===== src/hw/rtl/iqm_pkg.sv =====
// Package: shared constants and state type for the interquartile mean filter.
`default_nettype none
package iqm_pkg;

  localparam int CODE_W     = 12;
  localparam int WINDOW_DEF = 16;

  typedef enum logic [2:0] {
    ST_IDLE,
    ST_LOADI,
    ST_GETI,
    ST_SCAN,
    ST_DECIDE,
    ST_DIV,
    ST_DONE
  } iqm_state_t;

endpackage
`default_nettype wire


===== src/hw/rtl/iqm_ram.sv =====
// Generic single-port-write, single-port-read RAM with registered read data.
`default_nettype none
module iqm_ram #(
  parameter int WIDTH = 12,
  parameter int DEPTH = 16
) (
  input  wire logic                     clk,
  input  wire logic                     we,
  input  wire logic [$clog2(DEPTH)-1:0] waddr,
  input  wire logic [WIDTH-1:0]         wdata,
  input  wire logic [$clog2(DEPTH)-1:0] raddr,
  output logic      [WIDTH-1:0]         rdata
);

  logic [WIDTH-1:0] mem [DEPTH];

  always_ff @(posedge clk) begin
    if (we) begin
      mem[waddr] <= wdata;
    end
    rdata <= mem[raddr];
  end

endmodule
`default_nettype wire


===== src/hw/rtl/interquartile_mean_window_filter_unit.sv =====
// Top level: sliding-window interquartile mean filter over range sensor codes.
//
// Input channel: in_valid / in_stall with in_range_code (12-bit code, 1/8 inch).
// Result channel: out_valid / out_stall with out_trimmed_mean (12-bit code).
// One result request follows every accepted input request, in order.
// The window lives in a RAM of WINDOW entries. Each request overwrites the
// oldest entry, then every entry is ranked against all others by a sweep of
// RAM reads (one read per cycle), ranks in [WINDOW/4, ceil(3*WINDOW/4)) are
// summed, and the sum is divided by the constant count by a reciprocal
// multiplication. After accept, each window entry passes through the states
// LOADI, GETI, SCAN and DECIDE in turn, then DIV forms the quotient and
// DONE loads the output register. The next input request is taken the
// cycle after the result is placed in the output register, so a new
// request is never taken while the previous one is still in progress.
// A stalled result holds in the output register; a finished result waits
// in the core until the previous one is taken, and input stalls meanwhile.
// Reset (rst_n low, synchronous) clears the write pointer, the per-entry
// valid flags (entries never written read as zero) and all handshake state.
`default_nettype none
module interquartile_mean_window_filter_unit #(
  parameter int WINDOW = iqm_pkg::WINDOW_DEF
) (
  input  wire logic                        clk,
  input  wire logic                        rst_n,
  input  wire logic                        in_valid,
  output logic                             in_stall,
  input  wire logic [iqm_pkg::CODE_W-1:0]  in_range_code,
  output logic                             out_valid,
  input  wire logic                        out_stall,
  output logic      [iqm_pkg::CODE_W-1:0]  out_trimmed_mean
);
  import iqm_pkg::*;

  localparam int     IDX_W   = $clog2(WINDOW);
  localparam int     CNT_W   = $clog2(WINDOW + 1);
  localparam int     RANK_LO = WINDOW / 4;
  localparam int     RANK_HI = (3 * WINDOW + 3) / 4;
  localparam int     NSEL    = RANK_HI - RANK_LO;
  localparam int     SUM_W   = CODE_W + $clog2(WINDOW);
  localparam int     DIV_SH  = SUM_W + $clog2(NSEL);
  localparam int     MUL_W   = SUM_W + 2;
  localparam longint MUL_K   = ((longint'(1) << DIV_SH) + NSEL - 1) / NSEL;

  iqm_state_t state_r, state_nxt;

  logic [IDX_W-1:0]  wp_r, wp_nxt;
  logic [WINDOW-1:0] valid_r, valid_nxt;
  logic [IDX_W-1:0]  i_r, i_nxt;
  logic [CNT_W-1:0]  j_r, j_nxt;
  logic              cmp_vld_r, cmp_vld_nxt;
  logic [IDX_W-1:0]  cmp_j_r, cmp_j_nxt;
  logic [CODE_W-1:0] vi_r, vi_nxt;
  logic [CNT_W-1:0]  rank_r, rank_nxt;
  logic [SUM_W-1:0]  sum_r, sum_nxt;
  logic [SUM_W-1:0]  q_r, q_nxt;
  logic [CODE_W-1:0] out_r, out_nxt;
  logic              out_valid_r, out_valid_nxt;
  logic              rd_ok_r;

  logic                    ram_we;
  logic [IDX_W-1:0]        raddr;
  logic [CODE_W-1:0]       rdata;
  logic [CODE_W-1:0]       rd_val;
  logic                    accept;
  logic                    out_load;
  logic                    in_range;
  logic [SUM_W-1:0]        sum_add;
  logic [SUM_W+MUL_W-1:0]  prod;

  iqm_ram #(
    .WIDTH (CODE_W),
    .DEPTH (WINDOW)
  ) u_ram (
    .clk   (clk),
    .we    (ram_we),
    .waddr (wp_r),
    .wdata (in_range_code),
    .raddr (raddr),
    .rdata (rdata)
  );

  assign accept   = in_valid && (state_r == ST_IDLE);
  assign ram_we   = accept;
  assign rd_val   = rd_ok_r ? rdata : '0;
  assign in_range = (rank_r >= CNT_W'(RANK_LO)) && (rank_r < CNT_W'(RANK_HI));
  assign sum_add  = sum_r + (in_range ? SUM_W'(vi_r) : '0);
  assign prod     = sum_r * MUL_W'(MUL_K);
  assign out_load = (state_r == ST_DONE) && (!out_valid_r || !out_stall);

  assign in_stall         = (state_r != ST_IDLE);
  assign out_valid        = out_valid_r;
  assign out_trimmed_mean = out_r;

  always_comb begin
    state_nxt = state_r;
    unique case (state_r)
      ST_IDLE:   if (in_valid) state_nxt = ST_LOADI;
      ST_LOADI:  state_nxt = ST_GETI;
      ST_GETI:   state_nxt = ST_SCAN;
      ST_SCAN:   if (!cmp_vld_r) state_nxt = ST_DECIDE;
      ST_DECIDE: state_nxt = (i_r == IDX_W'(WINDOW - 1)) ? ST_DIV : ST_LOADI;
      ST_DIV:    state_nxt = ST_DONE;
      ST_DONE:   if (out_load) state_nxt = ST_IDLE;
      default:   state_nxt = ST_IDLE;
    endcase
  end

  always_comb begin
    wp_nxt        = wp_r;
    valid_nxt     = valid_r;
    i_nxt         = i_r;
    j_nxt         = j_r;
    cmp_vld_nxt   = cmp_vld_r;
    cmp_j_nxt     = cmp_j_r;
    vi_nxt        = vi_r;
    rank_nxt      = rank_r;
    sum_nxt       = sum_r;
    q_nxt         = q_r;
    out_nxt       = out_r;
    out_valid_nxt = out_valid_r && out_stall;
    raddr         = i_r;
    unique case (state_r)
      ST_IDLE: begin
        if (accept) begin
          valid_nxt[wp_r] = 1'b1;
          wp_nxt          = (wp_r == IDX_W'(WINDOW - 1)) ? '0 : wp_r + 1'b1;
          i_nxt           = '0;
          sum_nxt         = '0;
        end
      end
      ST_LOADI: begin
        raddr = i_r;
      end
      ST_GETI: begin
        vi_nxt      = rd_val;
        rank_nxt    = '0;
        raddr       = '0;
        j_nxt       = CNT_W'(1);
        cmp_vld_nxt = 1'b1;
        cmp_j_nxt   = '0;
      end
      ST_SCAN: begin
        raddr = j_r[IDX_W-1:0];
        if (cmp_vld_r) begin
          if ((rd_val < vi_r) || ((rd_val == vi_r) && (cmp_j_r < i_r))) begin
            rank_nxt = rank_r + 1'b1;
          end
        end
        cmp_vld_nxt = (j_r < CNT_W'(WINDOW));
        cmp_j_nxt   = j_r[IDX_W-1:0];
        if (j_r < CNT_W'(WINDOW)) begin
          j_nxt = j_r + 1'b1;
        end
      end
      ST_DECIDE: begin
        sum_nxt = sum_add;
        if (i_r == IDX_W'(WINDOW - 1)) begin
          i_nxt = '0;
        end else begin
          i_nxt = i_r + 1'b1;
        end
      end
      ST_DIV: begin
        q_nxt = SUM_W'(prod >> DIV_SH);
      end
      ST_DONE: begin
        if (out_load) begin
          out_nxt       = q_r[CODE_W-1:0];
          out_valid_nxt = 1'b1;
        end
      end
      default: begin
        raddr = i_r;
      end
    endcase
  end

  always_ff @(posedge clk) begin
    if (!rst_n) begin
      state_r     <= ST_IDLE;
      wp_r        <= '0;
      valid_r     <= '0;
      cmp_vld_r   <= 1'b0;
      out_valid_r <= 1'b0;
      rd_ok_r     <= 1'b0;
    end else begin
      state_r     <= state_nxt;
      wp_r        <= wp_nxt;
      valid_r     <= valid_nxt;
      cmp_vld_r   <= cmp_vld_nxt;
      out_valid_r <= out_valid_nxt;
      rd_ok_r     <= valid_r[raddr];
    end
  end

  always_ff @(posedge clk) begin
    i_r     <= i_nxt;
    j_r     <= j_nxt;
    cmp_j_r <= cmp_j_nxt;
    vi_r    <= vi_nxt;
    rank_r  <= rank_nxt;
    sum_r   <= sum_nxt;
    q_r     <= q_nxt;
    out_r   <= out_nxt;
  end

endmodule
`default_nettype wire

===== config.mk =====
export PLATFORM = sky130hd
export DESIGN_NAME = interquartile_mean_window_filter_unit
export DESIGN_NICKNAME = d
export VERILOG_FILES = /design/src/hw/rtl/iqm_pkg.sv /design/src/hw/rtl/iqm_ram.sv /design/src/hw/rtl/interquartile_mean_window_filter_unit.sv
export SDC_FILE = /design/constraint.sdc
export NUM_CORES = 1
export LEC_CHECK = 0
export BUFFER_PORTS_ARGS = -buffer_cell sky130_fd_sc_hd__buf_2
export CAP_MARGIN = 20
export CORE_MARGIN = 4
export CORE_UTILIZATION = 62
export CTS_CLUSTER_DIAMETER = 30
export CTS_CLUSTER_SIZE = 16
export DETAILED_ROUTE_END_ITERATION = 7
export PLACE_DENSITY = 0.87
export RECOVER_POWER = 100
export SYNTH_ARGS = -nofsm -noshare
export SYNTH_HDL_FRONTEND = slang
export SYNTH_SLANG_ARGS = --single-unit

===== constraint.sdc =====
create_clock -name clk -period 3.9 [get_ports clk]
set_input_delay 0.78 -clock clk [delete_from_list [all_inputs] [get_ports clk]]
set_output_delay 0.78 -clock clk [all_outputs]
set_load 0.01 [all_outputs]

# Word-level counts from Yosys, hierarchy flattened
# Memory sizes are Yosys's and may differ from the RTL's. A register that Yosys moved wholly into a read port is not among the register bits.
# Cells that the tools add are included.
[classes] addsub=5 reduce_logical=20 n_lt_le_gt_ge=8 bitwise_logic=1 n_eq_ne=16 n_mux=29
[op_table] cell="16-bit case mux with 2 select lines" count=1
[op_table] cell="12-bit 2-to-1 mux" count=2
[op_table] cell="4-bit case mux with 2 select lines" count=3
[op_table] cell="3-bit case mux with 7 select lines" count=1
[op_table] cell="5-bit case mux with 2 select lines" count=2
[op_table] cell="16-bit by 12-bit adder with 16-bit output" count=1
[op_table] cell="16-bit 2-to-1 mux" count=1
[op_table] cell="16-bit OR" count=1
[op_table] cell="5-bit 2-to-1 mux" count=3
[op_table] cell="2-bit inequality test (second input constant)" count=7
[op_table] cell="12-bit == test" count=1
[op_table] cell="12-bit less-than comparator" count=1
[op_table] cell="3-bit 2-to-1 mux" count=4
[op_table] cell="4-bit 2-to-1 mux" count=3
[op_table] cell="5-bit by 1-bit adder with 5-bit output (second input constant)" count=2
[op_table] cell="4-bit by 5-bit less-than comparator with 1-bit output (second input constant)" count=2
[op_table] cell="3-bit == test (second input constant)" count=3
[op_table] cell="4-bit by 1-bit adder with 4-bit output (second input constant)" count=2
[op_table] cell="4-bit == test (second input constant)" count=2
[op_table] cell="2-bit AND reduction" count=4
[op_table] cell="3-bit by 2-bit == test with 1-bit output (second input constant)" count=2
[op_table] cell="1-bit logical AND" count=6
[op_table] cell="1-bit 2-to-1 mux" count=6
[op_table] cell="3-bit AND reduction" count=2
[op_table] cell="14 further kinds" count=17
[word_totals] elab_cells=94 ramBits=192 reg_bits=96 memories=1
[memory_table] memory="u_ram.mem" depth=16 width=12 rd=1 rd_clocked_by_memory_dff=1 write_ports=1 line="iqm_ram.sv:15" source="logic [WIDTH-1:0] mem [DEPTH];"

# Logic depth before layout (Yosys ltp)
# Gate-level depths: netlist (run 1).
[depth] ltp_word=7 ltp_mapped=10 mapped_depth_nobuf=10

# Modules after synthesis
# A second synthesis (run 1) with hierarchy kept.
[unflattened] hier_cells=771 hier_area_um2=12399.4
[by_module_without_submodules] mod="iqm_ram" n_inst=1 seq_area_each_um2=6005.8 cells_each=329 area_per_inst_um2=7599.8
[by_module_without_submodules] mod="interquartile_mean_window_filter_unit" n_inst=1 seq_area_each_um2=2592.5 cells_each=442 area_per_inst_um2=4799.6

# Worst setup path after synthesis (run 1)
# OpenSTA, ideal clock, no wires.
[synth_timing] kind="register to register" startpoint="register rank_r[2]" endpoint="register sum_r[12] (data pin)" path_slack_ns=1.120 stages_incl_launch_ff=11 arrival_time_ns=2.514 setup_time_ns=0.266 required_ns=3.634 path_cell_list="edfxtp_1 > xnor2_1 > clkbuf_1 > nor3_1 > ha_1 > a211o_1 > a211oi_1 > nor2_1 > o41ai_2 > xor2_1 > nor2_1"
[synth_via] elab_chain_cells=5
[synth_lines] item="from (decl)" line="interquartile_mean_window_filter_unit.sv:53" source="logic [CNT_W-1:0] rank_r, rank_nxt;"
[synth_lines] item="from (signal assigned)" line="interquartile_mean_window_filter_unit.sv:201" source="rank_r <= rank_nxt;"
[synth_lines] item="5-bit by 3-bit >= comparator with 1-bit output / 5-bit by 4-bit less-than comparator with 1-bit output (equally long branches)" line="interquartile_mean_window_filter_unit.sv:85" source="assign in_range = (rank_r >= CNT_W'(RANK_LO)) && (rank_r < CNT_W'(RANK_HI));"
[synth_lines] item="1-bit logical AND (*)" line="interquartile_mean_window_filter_unit.sv:85"
[synth_lines] item="12-bit 2-to-1 mux (*)" line="interquartile_mean_window_filter_unit.sv:86" source="assign sum_add = sum_r + (in_range ? SUM_W'(vi_r) : '0);"
[synth_lines] item="16-bit by 12-bit adder with 16-bit output (*)" line="interquartile_mean_window_filter_unit.sv:86"
[synth_lines] item="16-bit case mux with 2 select lines (*)" line="interquartile_mean_window_filter_unit.sv:122" source="unique case (state_r)"
[synth_lines] item="to (signal assigned)" line="interquartile_mean_window_filter_unit.sv:202" source="sum_r <= sum_nxt;"
[synth_lines] item="to (decl)" line="interquartile_mean_window_filter_unit.sv:54" source="logic [SUM_W-1:0] sum_r, sum_nxt;"
# Every way passes the cells marked *; elsewhere a longest branch is shown, timed or not.
# A chain may end at the register's enable or synchronous reset.

# Worst setup path after layout (run 1)
[layout_timing] startpoint="register state_r[2]" endpoint="register u_ram.rdata[5], read port of u_ram.mem"
[layout_via] elab_chain_cells=2
[layout_lines] item="from (decl)" line="interquartile_mean_window_filter_unit.sv:44" source="iqm_state_t state_r, state_nxt;"
[layout_lines] item="from (signal assigned)" line="interquartile_mean_window_filter_unit.sv:187" source="state_r <= state_nxt;"
[layout_lines] item="3-bit by 2-bit == test with 1-bit output" line="interquartile_mean_window_filter_unit.sv:122"
[layout_lines] item="4-bit case mux with 2 select lines (*)" line="interquartile_mean_window_filter_unit.sv:122"
[layout_lines] item="to (decl)" line="iqm_ram.sv:12" source="output logic [WIDTH-1:0] rdata"
# Marks and branches as above.

==> results.md, run 1 <==
- The instance count along the most critical hold path is 0.
- After clock tree synthesis, the flow added hold-fix buffers numbering 0.
- The top-level I/O count is 30.
- The number of cells upsized or downsized after cts is 0.
- Summing the areas of all compound-gate instances in the mapped netlist gives 7.62% of the synthesized area.
- In this run, distinct cell masters in the synthesized netlist total slightly below 60.
- The ratio of cells with drive above 1 in the final layout is ~9%.
- The number of fill cells in the layout is 1205.
- The worst-case reg-to-reg path depth is 7.
- The arithmetic-cell share of the synthesized area counting full adders, half adders and majority gates is approximately 3.6%.
- Adding up every negative setup slack in the final design gives 0 ns.
- The sink of the worst hold path is out_trimmed_mean[10].
- The number of rows created at floorplan is around 50.
- The routed wirelength normalized by instance count is 20.7 µm.
- The overall overflow remaining after global route is 0.
- The number of nets handed over by synthesis was 1033.
- The number of CTS-inserted buffers is 45.
- At the end of routability-driven placement, the weighted congestion stood at 0.831.
- CTS saw 299 sinks.
- The wire length of the first global-routing pass is between 40 and 50 mm.
- Across the routed clock network, the largest skew measured is 0.0282 ns.
- Of the available clock period, the critical path in the final layout requires approximately 87%.
- The worst setup path is captured at a flip-flop.
- The actual transition at the worst max-transition pin is approximately 1.1 ns.
- Leaving out fill and tap cells, the most frequent cells in the layout are edfxtp_1 (261), nand2_1 (194), nor2_1 (52).
- Each instance of the synthesized netlist takes up on average roughly 13 µm².
- 0 antenna diodes ended up in the layout.
- Together, buffers and inverters on the worst path number 1.
- The number of failing setup endpoints in the final timing report is 0.
- After synthesis, the cell types taking the most area are edfxtp_1 (62%), dfxtp_1 (6.0%), nand2_1 (5.7%).
- The power density over the cells is around 570 nW/µm².
- The insertion delay to the later sink of the worst-skew pair is between 0.5 and 0.6 ns.
- The worst setup path category is flip-flop to flip-flop.
- The floorplan die height is roughly 150 µm.
- The number of setup buffers added after CTS is 0.
- The signed area change from the synthesized netlist to the final layout is 14.6%.
- The number of enable flip-flop cells after synthesis is 261.
- The share of synthesized registers carrying an async set or reset is 0%.
- In this run the critical register-to-register path is captured at u_ram.rdata[5].
- The post-synthesis share of cell area spent on xor and xnor gates is 1.25%.
- The detailed placement HPWL is between 15 and 20 mm.
- Measured against its own limit, the worst slew margin works out to between 20% and 30%.
- In this run the number of H-tree levels came out at 2.
- The startpoint identified for the worst register-to-register timing path is state_r[2].
- The total routing resource utilization after global routing is 25.0%.
- After synthesis the cells add up to between 10000 and 15000 µm².
- Across all hold checks on the routed design, the worst slack comes to slightly above 0.4 ns.
- The count of state elements after synthesis is approximately 300.
- In this run the most critical hold path is launched from q_r[10].
- The maximum single-stage delay on the critical path is 0.80 ns.
- The number of endpoints with negative hold slack in the final report is 0.
- edfxtp_1 takes more of the synthesized area than any other cell.
- The proportion of synthesized area in mux cells is 3.64%.
- The remaining routing DRC violations is 0.
- The most common library cell in the layout ignoring fill and taps is edfxtp_1.
- During synthesis, Yosys emitted a total of 0 warnings.
- The prevailing post-synth register cell is edfxtp_1.
- The kind of cell with the highest combined delay along the critical path is compound AO/OA/AOI/OAI gates.
- For this design the static power due to leakage is roughly 5.4 nW.
- The sequential cell area fraction in the yosys report is between 60% and 70%.
- The detailed router placed 8243 vias in this run.
- STA puts the critical path data required time at approximately 4.3 ns.
- The main combinational cell family by area after synthesis is simple AND/OR/NAND/NOR gates.
- After detailed routing, the total wire length is 27.8 mm.
- In the routed layout, each cell is associated on average with a via count of around 6.2.
- The count of final max-slew check failures is 0.
- The initial antenna violation count is 0.
- The cell type of the slowest stage on the worst timing path is a22o_4.
- The pin count of the biggest net entering global routing is 74.
- The number of nets in the final layout is about 1100.
- The number of global-route vias before repair came to ~8200.
- The antenna violation net count after detailed routing is 0.
- The initial cell density of the core is approximately 64%.
- The die covers between 20000 and 25000 µm².
- The number of DRC violations after detailed-routing iteration 0 is ~920.
- The flow ran to the end, and the final reports show no timing, DRC or antenna violations.
- The multi-input combinational cells in the finished layout cover a total of 3720 µm².
- After Yosys synthesis, and, or, nand and nor cells account for a little over an eighth of the synthesized area.
- The clock tree root driver cell is clkbuf_16.
- Traced cell by cell, the critical path runs through nand2b_1 > a22o_4 > clkbuf_2 > nand2_1 > nand3_1 > o21ai_0 > o221ai_1.
- Across the run, the number of max-cap violations was 0.
- The clock tree from TritonCTS is built.
- The count of port buffers added during placement is 29.
- The category of the worst setup path launch point is a flip-flop.
- Along the worst path, the maximum fanout reaches a little under 70.
- The classification of the worst-slack hold path is flip-flop to flip-flop.
- The minimum clock period after layout is around 3.4 ns.
- The synthesized netlist cell count is around 1000.
- The data arrival at the endpoint of the critical path is around 3.8 ns.
- The fraction of synthesized cell area taken by the top area cell type is between 60% and 70%.
- Static timing analysis puts the maximum clock frequency at ~0.3 GHz.
- The register cell area after layout is between 8000 and 9000 µm².
- The clock passes through at most 3 buffers.
- The slack of the worst reg-to-reg path is ~0.50 ns.
- The region available for standard cell placement spans between 15000 and 20000 µm².
- The iteration count of the initial detailed-routing pass is 5.
- The highest ir drop seen on vdd is between 0.4 and 0.5 mV.
- The clock-pin slew of the registers on the worst-case setup and hold paths is ~0.06 ns.
- Measured along the x axis, the die boundary spans 151 µm.
- Setup repair after global routing left no endpoint under its margin.
## worst reg2reg max path, stage by stage, from the launching register on
cell	delay, ns
dfxtp_1	0.57
nand2b_1	0.49
a22o_4	0.80
clkbuf_2	0.74
nand2_1	0.17
nand3_1	0.11
o21ai_0	0.12
o221ai_1	0.27
## power by group
part	internal, mW	switching, mW	leakage [nW]	total [mW]
clock	2.37	1.50	0.718	3.86
combinational	0.251	0.502	1.96	0.753
sequential	3.60	0.0725	2.69	3.67
total	6.22	2.07	5.37	8.29
## synthesized netlist by cell type (21+ instances only)
library cell	number
a21oi_1	24
and2_1	21
clkbuf_1	25
dfxtp_1	38
edfxtp_1	261
ha_1	35
inv_1	23
mux2i_1	46
nand2_1	193
nand3_1	42
nor2_1	51
o21ai_0	36
## cells by family (layout without fill, tap and decap cells)
logic type | count (synthesis) | count (layout)
mux | 46 | 46
buf+inv | 69 | 162
simple gates | 373 | 373
fa+ha+maj | 36 | 36
flops | 299 | 299
compound gates | 140 | 140
xor+xnor | 18 | 18
## worst max-delay path by stage
| stage | start | endpoint | slack [ns] | cells past startpoint |
|---|---|---|---|---|
| 2_1_floorplan | rank_r[2] | sum_r[12] | 1.12 | 10 |
| 3_3_place_gp | rank_r[2] | sum_r[14] | 0.91 | 11 |
| 3_5_place_dp | rank_r[2] | sum_r[14] | 0.78 | 11 |
| 4_1_cts | rank_r[3] | sum_r[12] | 0.72 | 11 |
| 5_1_grt | rank_r[2] | sum_r[14] | 0.29 | 11 |
| 6_report | state_r[2] | u_ram.rdata[5] | 0.50 | 7 |
## layout make-up
class / instances / area share, %
sequential: 299 / 59.3
multi-input combinational: 613 / 25.7
clock buffer: 49 / 8.16
tap: 265 / 2.29
clock inverter: 34 / 2.13
timing repair buffer: 55 / 1.79
inverter: 24 / 0.622
## sequential cells by signal (all words and copies together) (netlist names), 4 cells and up
register and cells:
u_ram.mem 192, valid_r 16, sum_r 15, out_trimmed_mean 12
q_r 12, u_ram.rdata 12, vi_r 12, j_r 5
rank_r 5, cmp_j_r 4, i_r 4, wp_r 4
## routing by layer
metal | share of wire (%) | GRT usage, % | vias up
met5 | 0 | 0 | -
met4 | 3.4 | 10.1 | 0
met3 | 8.4 | 4.76 | 92
met2 | 49 | 41.6 | 470
met1 | 39 | 32.6 | 3964
li1 | - | - | 3717
## through the flow
stage / std cells / cell area [µm²] / util [%] / power (mW) / worst slack, ns
6_report: 1339 / 14500 / 73.3 / 8.29 / 0.504
5_1_grt: 1339 / 14500 / 73.3 / 8.56 / 0.291
4_1_cts: 1338 / 14600 / 73.9 / 8.31 / 0.720
3_5_place_dp: 1255 / 13100 / 66.4 / 4.45 / 0.776
3_3_place_gp: 1255 / 13100 / 66.4 / 4.41 / 0.912
2_1_floorplan: 981 / 12600 / - / 4.22 / 1.12
Note: power is estimated with default switching activity, not from simulation.
==> inputs of run 2 (changes only) <==
CORE_MARGIN = 2   (was 4)
==> run 2 against run 1 <==
Against the previous run: register-to-register slack better by 0.06 ns; non-clock buffer count is 1 higher; maximum frequency grew 1.8%; count of clock-buffer cells in the layout shrank 1; sequential share of layout area shrank 0.097 points; via count rose by 0.36%; clock skew down 0.0090 ns; first-iteration DRC count fell by 20%; worst hold slack gained 0.010 ns; total power increased by 0.98%; sequential power about the same; critical endpoint is now sum_r[12].
==> results.md, run 2 (synthesized netlist as in run 1, its figures left out) <==
- The wire length of the first global-routing pass is 44.5 mm.
- The largest registers in the layout are u_ram.mem: 192 flops, valid_r: 16 flops, sum_r: 15 flops.
- On the critical path, the stage with the largest delay is an instance of edfxtp_1.
- The path class of the tightest hold or removal check is flip-flop to flip-flop.
- Counting the buffers created by CTS gives 44.
- Setup violations remaining at the end of the flow were counted as 0.
- The remaining routing DRC violations is 0.
- The data arrival at the endpoint of the critical path is ~3.6 ns.
- The clock passes through at most 3 buffers.
- The number of flip-flops under the largest register name is 192.
- Summed over all cells, the static leakage comes to between 5 and 6 nW.
- STA classifies the critical path startpoint as a flip-flop.
- The count of inserted antenna diode cells is 0.
- The later pin in the worst-skew pair is clocked with a latency of 0.54 ns.
- In the final design database the tool counted roughly 1100 nets.
- The worst setup path category is flip-flop to flip-flop.
- The count of final max-slew check failures came to 0.
- The number of sinks on the clock net is between 200 and 300.
- The worst slew margin relative to its limit is around a fifth.
- The detailed placement HPWL is ~16 mm.
- Compared with the post-synthesis result, the final layout area differs by 14.8%.
- The H-tree was split into 2 levels.
- Setup repair after global routing left no endpoint under its margin.
- Across all layers, the routed design uses just over 8000 vias.
- The maximum fanout along the worst path is 12.
- The die is between 100 and 150 µm tall.
- The cell that appears most often on the critical path is nor2_1.
- The antenna violation net count after detailed routing is 0.
- The routed wirelength normalized by instance count is around 21 µm.
- The number of hold buffers added after CTS was 0.
- The number of fill cells in the layout is 1188.
- The pin count of the biggest net entering global routing is 90.
- The completed layout was analyzed and its total power is 8.37 mW.
- Dividing total power by cell area gives a power density of roughly 580 nW/µm².
- The startpoint identified for the worst hold timing path is q_r[9].
- The count of port buffers added during placement is 29.
- The worst-case reg-to-reg path depth is 11.
- For flop-to-flop paths, the worst setup slack is between 0.5 and 0.6 ns.
- After global routing the overflow that remains totals 0.
- u_ram.mem holds more flip-flops than any other register.
- The top cell types in the final layout, fill and taps aside, are edfxtp_1 (261), nand2_1 (194), nor2_1 (52).
- The setup total negative slack is 0 ns.
- The number of global-route vias before repair is roughly 8400.
- The signal on the critical path passes through xnor2_1 > buf_4 > nor3b_1 > ha_1 > fa_1 > a211o_1 > a211oi_1 > nor2_1 > o41ai_2 > xor2_1 > nor2_1.
- Data on the critical path is required at its endpoint by 4.17 ns.
- The die covers 21600 µm².
- The first detailed-routing pass ran for 6 iterations.
- Global routing consumed, over all layers together, 26.5% of the routing resources.
- In this run the critical register-to-register path is launched from rank_r[2].
- The detail-routed via count per cell is a little over 6.
- At the end of routability-driven placement, the weighted congestion stood at roughly 0.87.
- The initialized floorplan defines 52 standard-cell rows.
- Clock tree synthesis selected as its root buffer the cell clkbuf_16.
- The number of endpoints with negative hold slack in the final report was 0.
- The top-level I/O count is 30.
- Max-cap violations in this run came to 0.
- The maximum clock frequency is between 0.2 and 0.3 GHz.
- The core area is around 20000 µm².
- The initial antenna violation count is 0.
- The aggregate routed wire length is 27.8 mm.
- Across the VDD grid, the largest voltage drop is 0.439 mV.
- The number of DRC violations after detailed-routing iteration 0 is about 740.
- The clock tree from TritonCTS is built.
- Subtracting the final worst setup slack from the clock period gives about 3.3 ns.
- The largest single stage delay on the critical path is 0.48 ns.
- The number of setup buffers added after CTS is 0.
- The final critical-path share of the clock period is 85.5%.
- The run finished with clean final reports.
- After clock tree synthesis, the clock-pin slew on the worst setup and hold paths is about 0.05 ns.
- The library cell used most frequently in the layout, excluding fill and tap cells, is edfxtp_1.
- The die outline width is around 150 µm.
- The number of cells upsized or downsized after cts is 0.
- The worst-case clock skew is ~0.019 ns.
- The actual transition at the worst max-transition pin is between 1 and 1.5 ns.
- The ratio of cells with drive above 1 in the final layout is under 10%.
- The initial cell density of the core is roughly 63%.
- The capturing point of the worst reg2reg path is sum_r[12].
- The worst hold path was traced through 0 stages.
- The type of element capturing the critical path is a flip-flop.
- The sink of the worst hold path is out_trimmed_mean[9].
[run 2: cell count changes in the layout (fill, tap and decap cells not counted), sizes merged]
cell / before / now
buf: 9 / 10
bufinv: 2 / 4
clkbuf: 95 / 94
clkinv: 18 / 12
clkinvlp: 7 / 9
inv: 31 / 32
[run 2: final cells by class]
| class | count | area [µm²] | area share (%) |
|---|---|---|---|
| Sequential cell | 299 | 8600 | 59.2 |
| Timing Repair Buffer | 56 | 265 | 1.83 |
| Multi-Input combinational cell | 613 | 3720 | 25.6 |
| Inverter | 24 | 90.1 | 0.621 |
| Tap cell | 270 | 338 | 2.33 |
| Clock inverter | 33 | 349 | 2.41 |
| Clock buffer | 48 | 1160 | 7.97 |
[run 2: how the worst max path moves through the flow]
stage	start	endpoint	slack [ns]	cells past startpoint
2_1_floorplan	rank_r[2]	sum_r[12]	1.12	10
3_3_place_gp	rank_r[2]	sum_r[12]	0.93	11
3_5_place_dp	rank_r[3]	sum_r[14]	0.76	11
4_1_cts	rank_r[2]	sum_r[12]	0.60	11
5_1_grt	rank_r[2]	sum_r[14]	0.39	11
6_report	rank_r[2]	sum_r[12]	0.56	11
[run 2: where the power goes]
part           leakage (nW)  internal [mW]  switching (mW)
clock network         0.713           2.46            1.50
registers              2.69           3.59          0.0737
logic                  1.96          0.253           0.487
[run 2: stage by stage]
step | utilization [%] | area, µm² | hold WS [ns] | worst slack [ns] | cells
2_1_floorplan | - | 12600 | 0.400 | 1.12 | 981
3_3_place_gp | 65.4 | 13100 | 0.401 | 0.927 | 1261
3_5_place_dp | 65.4 | 13100 | 0.406 | 0.764 | 1261
4_1_cts | 72.9 | 14600 | 0.418 | 0.595 | 1342
5_1_grt | 72.2 | 14500 | 0.433 | 0.391 | 1343
6_report | 72.2 | 14500 | 0.423 | 0.564 | 1343
[run 2: worst max-delay path, delay by kind of cell, from the launching register on]
kind	cells	cell delay [ns]
AO/OA/AOI/OAI	3	0.96
AND/OR/NAND/NOR	3	0.23
flip-flops	1	0.48
XOR/XNOR	2	0.45
adder cells (fa/ha/maj)	2	0.71
buffers and inverters	1	0.23
[run 2: layer usage]
| metal | global-route usage (%) | wire [µm] | vias to the layer above |
|---|---|---|---|
| met5 | 0 | 0 | - |
| met4 | 12.7 | 1120 | 0 |
| met3 | 5.47 | 2170 | 100 |
| met2 | 44.8 | 14000 | 439 |
| met1 | 33.1 | 10500 | 4026 |
| li1 | - | - | 3708 |
